`src/rtl/cpr_pkg.sv`:
```
// Shared types and constants for the climate PID and relay controller.
package cpr_pkg;

  typedef enum logic [1:0] {
    ACT_OTHER = 2'd0,
    ACT_TEMP  = 2'd1,
    ACT_HUMI  = 2'd2
  } action_e;

  typedef enum logic [2:0] {
    CFG_TARGET_TEMP  = 3'd0,
    CFG_TARGET_HUMI  = 3'd1,
    CFG_GAIN_P       = 3'd2,
    CFG_GAIN_I       = 3'd3,
    CFG_GAIN_D       = 3'd4,
    CFG_MANUAL_MODES = 3'd5
  } cfg_index_e;

  localparam int MODE_HEAT = 0;
  localparam int MODE_HUMI = 1;
  localparam int MODE_FAN  = 2;

  localparam int ERR_FORCE_HI = 200;
  localparam int ERR_FORCE_LO = -30;
  localparam int INT_BAND     = 50;
  localparam int INT_LIMIT    = 10000;
  localparam int HUMI_HYST    = 150;
  localparam int FAN_MARGIN   = 100;

  localparam int LEVEL_W = 10;
  localparam logic [LEVEL_W-1:0] HEAT_FULL = 10'd1000;
  localparam logic [LEVEL_W-1:0] HEAT_OFF  = 10'd0;

  // Weighted PID sum before the divide by 1000.
  localparam int NUM_W      = 35;
  localparam int SAT_HI_NUM = 1000000;
  localparam int SAT_LO_NUM = 1000;

  // Quotient by 1000 of a value below 2**20, as a reciprocal multiply.
  localparam int DIV_W       = 20;
  localparam int RECIP_W     = 21;
  localparam int RECIP_SHIFT = 30;
  localparam logic [RECIP_W-1:0] RECIP_K = 21'd1073742;

  typedef struct packed {
    logic               written;
    logic               scale;
    logic [LEVEL_W-1:0] level;
    logic [DIV_W-1:0]   num;
  } heat_req_t;

  typedef struct packed {
    logic humi_on;
    logic humi_chg;
    logic fan_on;
    logic fan_chg;
  } relay_t;

endpackage

```
`src/rtl/cpr_pid.sv`:
```
// Heater PID step with anti-windup, holding the integral and previous error.
module cpr_pid (
  input  logic              clk_i,
  input  logic              rst_ni,
  input  logic              step_i,
  input  logic [1:0]        action_i,
  input  logic [15:0]       cur_temp_i,
  input  logic [15:0]       target_temp_i,
  input  logic [15:0]       gain_p_i,
  input  logic [15:0]       gain_i_i,
  input  logic [15:0]       gain_d_i,
  input  logic              manual_heat_i,
  output cpr_pkg::heat_req_t heat_o
);
  import cpr_pkg::*;

  logic signed [15:0]      integral_q, integral_d;
  logic signed [8:0]       prev_err_q, prev_err_d;
  logic signed [16:0]      err;
  logic signed [8:0]       err9;
  logic                    forced_hi, forced_lo, in_band;
  logic signed [16:0]      int_sum;
  logic signed [15:0]      int_acc, int_out;
  logic signed [9:0]       diff;
  logic signed [25:0]      pterm;
  logic signed [26:0]      dterm;
  logic signed [32:0]      iterm;
  logic signed [NUM_W-1:0] num;
  logic                    sat_hi, sat_lo, is_temp;

  assign err       = $signed({1'b0, target_temp_i}) - $signed({1'b0, cur_temp_i});
  assign err9      = err[8:0];
  assign forced_hi = err > ERR_FORCE_HI;
  assign forced_lo = err < ERR_FORCE_LO;
  assign in_band   = (err9 > -INT_BAND) && (err9 < INT_BAND);
  assign is_temp   = action_i == ACT_TEMP;

  assign int_sum = 17'(integral_q) + 17'(err9);

  always_comb begin
    if (!in_band) begin
      int_acc = '0;
    end else if (int_sum > INT_LIMIT) begin
      int_acc = 16'(INT_LIMIT);
    end else if (int_sum < -INT_LIMIT) begin
      int_acc = 16'(-INT_LIMIT);
    end else begin
      int_acc = int_sum[15:0];
    end
  end

  assign diff  = 10'(err9) - 10'(prev_err_q);
  assign pterm = 26'($signed({1'b0, gain_p_i})) * 26'(err9);
  assign dterm = 27'($signed({1'b0, gain_d_i})) * 27'(diff);
  assign iterm = 33'($signed({1'b0, gain_i_i})) * 33'(int_acc);
  assign num   = NUM_W'(pterm) + NUM_W'(iterm) + NUM_W'(dterm);

  assign sat_hi = num >= SAT_HI_NUM;
  assign sat_lo = num < SAT_LO_NUM;

  always_comb begin
    if ((sat_hi && err9 > 0) || (sat_lo && err9 < 0)) begin
      int_out = int_acc - 16'(err9);
    end else begin
      int_out = int_acc;
    end
  end

  always_comb begin
    integral_d = integral_q;
    prev_err_d = prev_err_q;
    heat_o     = '0;
    if (is_temp) begin
      heat_o.written = 1'b1;
      if (manual_heat_i) begin
        heat_o.level = HEAT_FULL;
      end else if (forced_hi || forced_lo) begin
        heat_o.level = forced_hi ? HEAT_FULL : HEAT_OFF;
        if (step_i) begin
          integral_d = '0;
        end
      end else begin
        if (sat_hi) begin
          heat_o.level = HEAT_FULL;
        end else if (sat_lo) begin
          heat_o.level = HEAT_OFF;
        end else begin
          heat_o.scale = 1'b1;
          heat_o.num   = num[DIV_W-1:0];
        end
        if (step_i) begin
          integral_d = int_out;
          prev_err_d = err9;
        end
      end
    end
  end

  always_ff @(posedge clk_i or negedge rst_ni) begin
    if (!rst_ni) begin
      integral_q <= '0;
      prev_err_q <= '0;
    end else begin
      integral_q <= integral_d;
      prev_err_q <= prev_err_d;
    end
  end

endmodule

```
`src/rtl/cpr_relay.sv`:
```
// Humidifier hysteresis relay and exhaust fan relay.
module cpr_relay (
  input  logic           clk_i,
  input  logic           rst_ni,
  input  logic           step_i,
  input  logic [1:0]     action_i,
  input  logic [15:0]    cur_temp_i,
  input  logic [15:0]    cur_humi_i,
  input  logic [15:0]    target_temp_i,
  input  logic [15:0]    target_humi_i,
  input  logic           manual_humi_i,
  input  logic           manual_fan_i,
  output cpr_pkg::relay_t relay_o
);
  import cpr_pkg::*;

  logic humi_q, humi_d;
  logic fan_q, fan_d;
  logic humi_want_on, humi_want_off, fan_want;

  assign humi_want_on  = (target_humi_i >= 16'(HUMI_HYST)) &&
                         ({1'b0, cur_humi_i} < ({1'b0, target_humi_i} - 17'(HUMI_HYST)));
  assign humi_want_off = cur_humi_i >= target_humi_i;
  assign fan_want      = {1'b0, cur_temp_i} > ({1'b0, target_temp_i} + 17'(FAN_MARGIN));

  always_comb begin
    relay_o = '0;
    humi_d  = humi_q;
    fan_d   = fan_q;
    relay_o.humi_on = humi_q;
    relay_o.fan_on  = fan_q;
    if (action_i == ACT_HUMI && !manual_humi_i) begin
      if (humi_want_on) begin
        relay_o.humi_on  = 1'b1;
        relay_o.humi_chg = !humi_q;
      end else if (humi_want_off) begin
        relay_o.humi_on  = 1'b0;
        relay_o.humi_chg = humi_q;
      end
    end
    if (!manual_fan_i) begin
      relay_o.fan_on  = fan_want;
      relay_o.fan_chg = fan_want != fan_q;
    end
    if (step_i) begin
      humi_d = relay_o.humi_on;
      fan_d  = relay_o.fan_on;
    end
  end

  always_ff @(posedge clk_i or negedge rst_ni) begin
    if (!rst_ni) begin
      humi_q <= 1'b0;
      fan_q  <= 1'b0;
    end else begin
      humi_q <= humi_d;
      fan_q  <= fan_d;
    end
  end

endmodule

```
`src/rtl/cpr_scale.sv`:
```
// Divides the PID sum by 1000 through a reciprocal multiply and selects the heater level.
module cpr_scale (
  input  cpr_pkg::heat_req_t         req_i,
  output logic [cpr_pkg::LEVEL_W-1:0] level_o
);
  import cpr_pkg::*;

  logic [DIV_W+RECIP_W-1:0] prod;

  assign prod    = (DIV_W+RECIP_W)'(req_i.num) * (DIV_W+RECIP_W)'(RECIP_K);
  assign level_o = req_i.scale ? prod[RECIP_SHIFT +: LEVEL_W] : req_i.level;

endmodule

```
`src/rtl/climate_pid_relay_controller.sv`:
```
// Climate controller top level: heater PID, humidifier relay and exhaust fan relay.
//
// Each sensor request on the input channel (in_valid_i, in_stall_o) carries an
// action code with temperature and humidity, and yields exactly one request on
// the output channel (out_valid_o, out_stall_i) with the heater level and the
// relay states. A request is taken at a clock edge with valid high and stall low.
// The block is a three-register pipeline: input register, PID and relay stage
// register, output register. A request goes on through the stage register to the
// output register; one request is taken per cycle when the output is not stalled.
// The PID integral, previous error and relays update as a request leaves the
// input register, so each request sees the state left by the one before it.
// When the receiver stalls, the pipeline fills and in_stall_o rises once all
// three registers hold requests; nothing is dropped. Configuration registers are
// written through cfg_we_i, cfg_index_i and cfg_data_i; the user must write them
// only while the block is idle, which the block does not enforce. Reset clears
// the pipeline, the PID state and the relays, and loads default targets and gains.
module climate_pid_relay_controller (
  input  logic        clk_i,
  input  logic        rst_ni,
  input  logic        cfg_we_i,
  input  logic [2:0]  cfg_index_i,
  input  logic [15:0] cfg_data_i,
  input  logic        in_valid_i,
  output logic        in_stall_o,
  input  logic [1:0]  action_i,
  input  logic [15:0] current_temp_i,
  input  logic [15:0] current_humi_i,
  output logic        out_valid_o,
  input  logic        out_stall_i,
  output logic [9:0]  heat_output_o,
  output logic        heat_written_o,
  output logic        humidifier_on_o,
  output logic        humidifier_changed_o,
  output logic        fan_on_o,
  output logic        fan_changed_o
);
  import cpr_pkg::*;

  logic [15:0] target_temp_q, target_humi_q, gain_p_q, gain_i_q, gain_d_q;
  logic [2:0]  manual_modes_q;

  logic        s1_valid_q, s2_valid_q, out_valid_q;
  logic [1:0]  s1_action_q;
  logic [15:0] s1_temp_q, s1_humi_q;
  heat_req_t   s2_heat_q;
  relay_t      s2_relay_q;
  logic [9:0]  out_heat_q;
  logic        out_written_q;
  relay_t      out_relay_q;

  logic        adv_out, adv_s2, adv_s1, step;
  heat_req_t   heat_req;
  relay_t      relay;
  logic [9:0]  level;

  assign adv_out    = !out_valid_q || !out_stall_i;
  assign adv_s2     = !s2_valid_q || adv_out;
  assign adv_s1     = !s1_valid_q || adv_s2;
  assign step       = s1_valid_q && adv_s2;
  assign in_stall_o = !adv_s1;

  always_ff @(posedge clk_i or negedge rst_ni) begin
    if (!rst_ni) begin
      target_temp_q  <= 16'd3750;
      target_humi_q  <= 16'd6000;
      gain_p_q       <= 16'd2000;
      gain_i_q       <= 16'd15;
      gain_d_q       <= 16'd500;
      manual_modes_q <= 3'd0;
    end else if (cfg_we_i) begin
      case (cfg_index_i)
        CFG_TARGET_TEMP:  target_temp_q  <= cfg_data_i;
        CFG_TARGET_HUMI:  target_humi_q  <= cfg_data_i;
        CFG_GAIN_P:       gain_p_q       <= cfg_data_i;
        CFG_GAIN_I:       gain_i_q       <= cfg_data_i;
        CFG_GAIN_D:       gain_d_q       <= cfg_data_i;
        CFG_MANUAL_MODES: manual_modes_q <= cfg_data_i[2:0];
        default: ;
      endcase
    end
  end

  always_ff @(posedge clk_i or negedge rst_ni) begin
    if (!rst_ni) begin
      s1_valid_q  <= 1'b0;
      s2_valid_q  <= 1'b0;
      out_valid_q <= 1'b0;
    end else begin
      if (adv_s1) begin
        s1_valid_q <= in_valid_i;
      end
      if (adv_s2) begin
        s2_valid_q <= s1_valid_q;
      end
      if (adv_out) begin
        out_valid_q <= s2_valid_q;
      end
    end
  end

  always_ff @(posedge clk_i) begin
    if (adv_s1 && in_valid_i) begin
      s1_action_q <= action_i;
      s1_temp_q   <= current_temp_i;
      s1_humi_q   <= current_humi_i;
    end
    if (step) begin
      s2_heat_q  <= heat_req;
      s2_relay_q <= relay;
    end
    if (adv_out && s2_valid_q) begin
      out_heat_q    <= level;
      out_written_q <= s2_heat_q.written;
      out_relay_q   <= s2_relay_q;
    end
  end

  cpr_pid u_pid (
    .clk_i         (clk_i),
    .rst_ni        (rst_ni),
    .step_i        (step),
    .action_i      (s1_action_q),
    .cur_temp_i    (s1_temp_q),
    .target_temp_i (target_temp_q),
    .gain_p_i      (gain_p_q),
    .gain_i_i      (gain_i_q),
    .gain_d_i      (gain_d_q),
    .manual_heat_i (manual_modes_q[MODE_HEAT]),
    .heat_o        (heat_req)
  );

  cpr_relay u_relay (
    .clk_i         (clk_i),
    .rst_ni        (rst_ni),
    .step_i        (step),
    .action_i      (s1_action_q),
    .cur_temp_i    (s1_temp_q),
    .cur_humi_i    (s1_humi_q),
    .target_temp_i (target_temp_q),
    .target_humi_i (target_humi_q),
    .manual_humi_i (manual_modes_q[MODE_HUMI]),
    .manual_fan_i  (manual_modes_q[MODE_FAN]),
    .relay_o       (relay)
  );

  cpr_scale u_scale (
    .req_i   (s2_heat_q),
    .level_o (level)
  );

  assign out_valid_o          = out_valid_q;
  assign heat_output_o        = out_heat_q;
  assign heat_written_o       = out_written_q;
  assign humidifier_on_o      = out_relay_q.humi_on;
  assign humidifier_changed_o = out_relay_q.humi_chg;
  assign fan_on_o             = out_relay_q.fan_on;
  assign fan_changed_o        = out_relay_q.fan_chg;

endmodule
```
`config.mk`:
```
export PLATFORM = sky130hd
export DESIGN_NAME = climate_pid_relay_controller
export DESIGN_NICKNAME = d
export VERILOG_FILES = /design/src/rtl/cpr_pkg.sv /design/src/rtl/cpr_pid.sv /design/src/rtl/cpr_relay.sv /design/src/rtl/cpr_scale.sv /design/src/rtl/climate_pid_relay_controller.sv
export SDC_FILE = /design/constraint.sdc
export NUM_CORES = 2
export LEC_CHECK = 0
export BUFFER_PORTS_ARGS = -buffer_cell sky130_fd_sc_hd__buf_2
export CAP_MARGIN = 0
export CORE_ASPECT_RATIO = 2
export CORE_MARGIN = 10
export CORE_UTILIZATION = 45
export CTS_CLUSTER_DIAMETER = 80
export DETAILED_ROUTE_END_ITERATION = 8
export PLACE_DENSITY_LB_ADDON = 0.12
export REMOVE_ABC_BUFFERS = 1
export SLEW_MARGIN = 20
export SYNTH_ARGS = -nofsm -noshare
export SYNTH_HDL_FRONTEND = slang
export SYNTH_SLANG_ARGS = --single-unit
```
`constraint.sdc`:
```
create_clock -name clk_i -period 24.8 [get_ports clk_i]
set_input_delay 2.48 -clock clk_i [delete_from_list [all_inputs] [get_ports clk_i]]
set_output_delay 2.48 -clock clk_i [all_outputs]
set_load 0.02 [all_outputs]
```
==> impl_metrics.toml <==
[critical_path]
max_stage_delay_ps = 870
critPathTopFamily = "adder cells"
cp.required_ps = 25210
r2r_end = "u_pid.integral_q[4]"
critPathMaxFanout = 27
start_kind = "flip-flop"
reg2reg_depth = 46
end_kind = "flip-flop"
slowest_stage = "o21ai_2"
r2r_slack_ps = 9390
crit_path_frequent_cell = "fa_1"
path_buf_inv = 8
critPathKind = "flip-flop to flip-flop"
cp_data_arrival_time_ps = 15820
worstReg2RegStart = "target_temp_q[1]"

[synth]
synth-xor-area-share_pct = 2.57
synth_edf_count = 76
synthSimpleGateAreaFrac_pct = 13.4
synth_compound_area_share_pct = 7.31
synthArstFlopShare_pct = 59.8
synth_top_family_by_area = "adder cells"
netlist_instances = 3824
postSynthAreaPerCell_um2 = 9.57
yosysUniqueCellTypes = 86
synth_fa_ha_area_share_pct = 49.7
synth_seq_cells = 189
synth_ff_type = "dfrtp_1"
ys_seq_area_share_pct = 14.1
yosys_warnings = 0
syn_area_um2 = 36600
synth_mux_area_share_pct = 2.76

[sta]
setup_tns_ps = 0
fmax_mhz = 64.9
maxSlewHeadroom_pct = 16.9
slew_viol_final = 0
hold_viol = 0
skew_ps = 30.4
min_period_over_period_pct = 62.1
rsz0062_at_grt = "no"
finalSetupViolations = 0
period_needed_ps = 15410
tightest_slew_ps = 1250

[layout]
multi_input_area_um2 = 27800
layout_commonest_cell = "inv_1"
layout_common_cells = "inv_1, fa_1, ha_1, nand2_1, and2_1"
nFillCells = 7900
drive_above_1_share_pct = 7.81
nNetsFinal = 5001
diodes = 0
area_delta_synth_final_pct = 6.35
seqCellArea_um2 = 5150

[routing]
wirelength_mm = 112
vias = 26480
drc = 0
drtIter0Drc = 1054
ant_nets = 0
via_per_inst = 5.39
routedWlPerCell_um = 22.7
first_pass_iters = 7

[clock_network]
root_buffer = "clkbuf_16"
cts.path.max_buffers = 2
post-cts-setup-buffers = 0
clock_latency_ps = 550
cts_hold_buf = 0
cts_resized = 0
h-tree-depth = 4
clock_sinks = 189
cts_tree = "built"
path_clk_slew_ps = 90
cts_buffers = 17

[placed_design]
gp_congestion = 0.926
port_buffers = 74
dp_hpwl_mm = 94.2

[die]
die_y_um = 423
dieArea_um2 = 93800
rows = 147
fp.coreArea_um2 = 80600
die_x_um = 222
ios = 75
start_util_pct = 45.4

[global_routing]
grt_antenna_before_repair = 3
grt_pass1_wl_mm = 171
grt_max_degree = 47
use_met2_pct = 50.0
grt_pass1_vias = 29786
met1_usage_pct = 21.8
overflow = 0
grt-busiest-layer = "met2"
grt_use_total_pct = 24.3
use_met3_pct = 2.05

[worst_hold_path]
holdPathStages = 0
hold_class = "flip-flop to flip-flop"
min_from = "s2_heat_q[31]"
holdPathEnd = "heat_written_o"

[run_status]
status = "completed"

[flow_run]
maxCapViolCount = 0
## cell usage after synthesis (9+ instances only)
library cell / n / share of area, %
edfxtp_1: 76 / 6.2
clkbuf_1: 91 / 0.93
nor2_1: 118 / 1.2
nand2_1: 318 / 3.3
inv_1: 879 / 9.0
nand3_1: 25 / 0.34
a31oi_1: 13 / 0.22
and3_1: 16 / 0.27
o2111ai_1: 9 / 0.22
a211oi_1: 15 / 0.31
o31ai_1: 19 / 0.39
dfstp_2: 30 / 2.2
nor3_1: 44 / 0.60
xor2_1: 40 / 0.96
o21ai_0: 81 / 1.1
mux2i_1: 21 / 0.57
o21a_1: 21 / 0.43
buf_2: 15 / 0.21
mux2_2: 69 / 2.1
nor2b_1: 65 / 1.1
xnor2_1: 63 / 1.5
a21oi_1: 89 / 1.2
fa_1: 605 / 33
o211ai_1: 9 / 0.18
and2_1: 262 / 4.5
a21o_1: 38 / 0.78
nand2b_1: 49 / 0.84
or3_1: 9 / 0.15
dfrtp_1: 83 / 5.7
ha_1: 485 / 17
or2_2: 12 / 0.21
nand4_1: 17 / 0.29
## flip-flops by register name, summed over array words and instances (netlist names), 2 cells and up
name              flops
u_pid.integral_q     16
gain_p_q             16
u_pid.prev_err_q      9
s1_temp_q            16
target_humi_q        16
gain_d_q             16
s1_action_q           2
s1_humi_q            16
manual_modes_q        3
s2_heat_q            23
gain_i_q             16
s2_relay_q            4
target_temp_q        16
heat_output_o        10
## worst max-delay path by stage
stage,start,end,slack (ps),cells after the start
finish,target_temp_q[1],u_pid.integral_q[4],9390,46
global route,target_temp_q[1],u_pid.integral_q[4],8760,46
CTS,target_temp_q[1],u_pid.integral_q[4],9300,46
detailed placement,target_temp_q[1],u_pid.integral_q[9],9350,46
global placement,target_temp_q[1],u_pid.integral_q[9],9570,46
floorplan,target_temp_q[1],u_pid.integral_q[4],11190,41
## metrics by stage
step                instances  utilization [%]  instance area (µm²)  setup WS (ps)  hold slack, ps
floorplan                3712                -                36100          11190             400
global placement         4877             47.5                38300           9570             414
detailed placement       4877             47.5                38300           9350             408
CTS                      4909             48.3                38900           9300             431
global route             4909             48.3                38900           8760             434
finish                   4909             48.3                38900           9390             426
## logic make-up (layout without fill, tap and decap cells)
| family | Yosys count | count (layout) |
|---|---|---|
| buffers and inverters | 992 | 1034 |
| multiplexers | 92 | 92 |
| XOR/XNOR | 105 | 105 |
| AND/OR/NAND/NOR | 963 | 963 |
| adder cells (fa/ha/maj) | 1090 | 1090 |
| flip-flops | 189 | 189 |
| AO/OA/AOI/OAI | 393 | 393 |
## layer usage
| layer | wire length, µm | share of wire (%) | vias up |
|---|---|---|---|
| li1 | - | - | 12013 |
| met1 | 34800 | 31 | 13542 |
| met2 | 65900 | 59 | 621 |
| met3 | 3140 | 2.8 | 302 |
| met4 | 7610 | 6.8 | 2 |
| met5 | 13 | 0.012 | - |
## worst reg2reg max path: cells and delay by family (launching register included)
family	cells	cell delay, ps
buffers and inverters	8	920
flip-flops	1	540
AND/OR/NAND/NOR	8	1870
multiplexers	1	410
adder cells (fa/ha/maj)	11	5520
AO/OA/AOI/OAI	16	5320
XOR/XNOR	2	720
## layout make-up
class / count / area share, %
inverters: 880 / 8.49
clock inverters: 15 / 0.537
repair buffers: 122 / 1.88
well taps: 1043 / 3.35
multi-input cells: 2643 / 71.4
flip-flops and latches: 189 / 13.2
clock buffers: 17 / 1.09
Power is not shown: default switching activity piles up to over one toggle a cycle in this logic, so the estimate is an artifact.
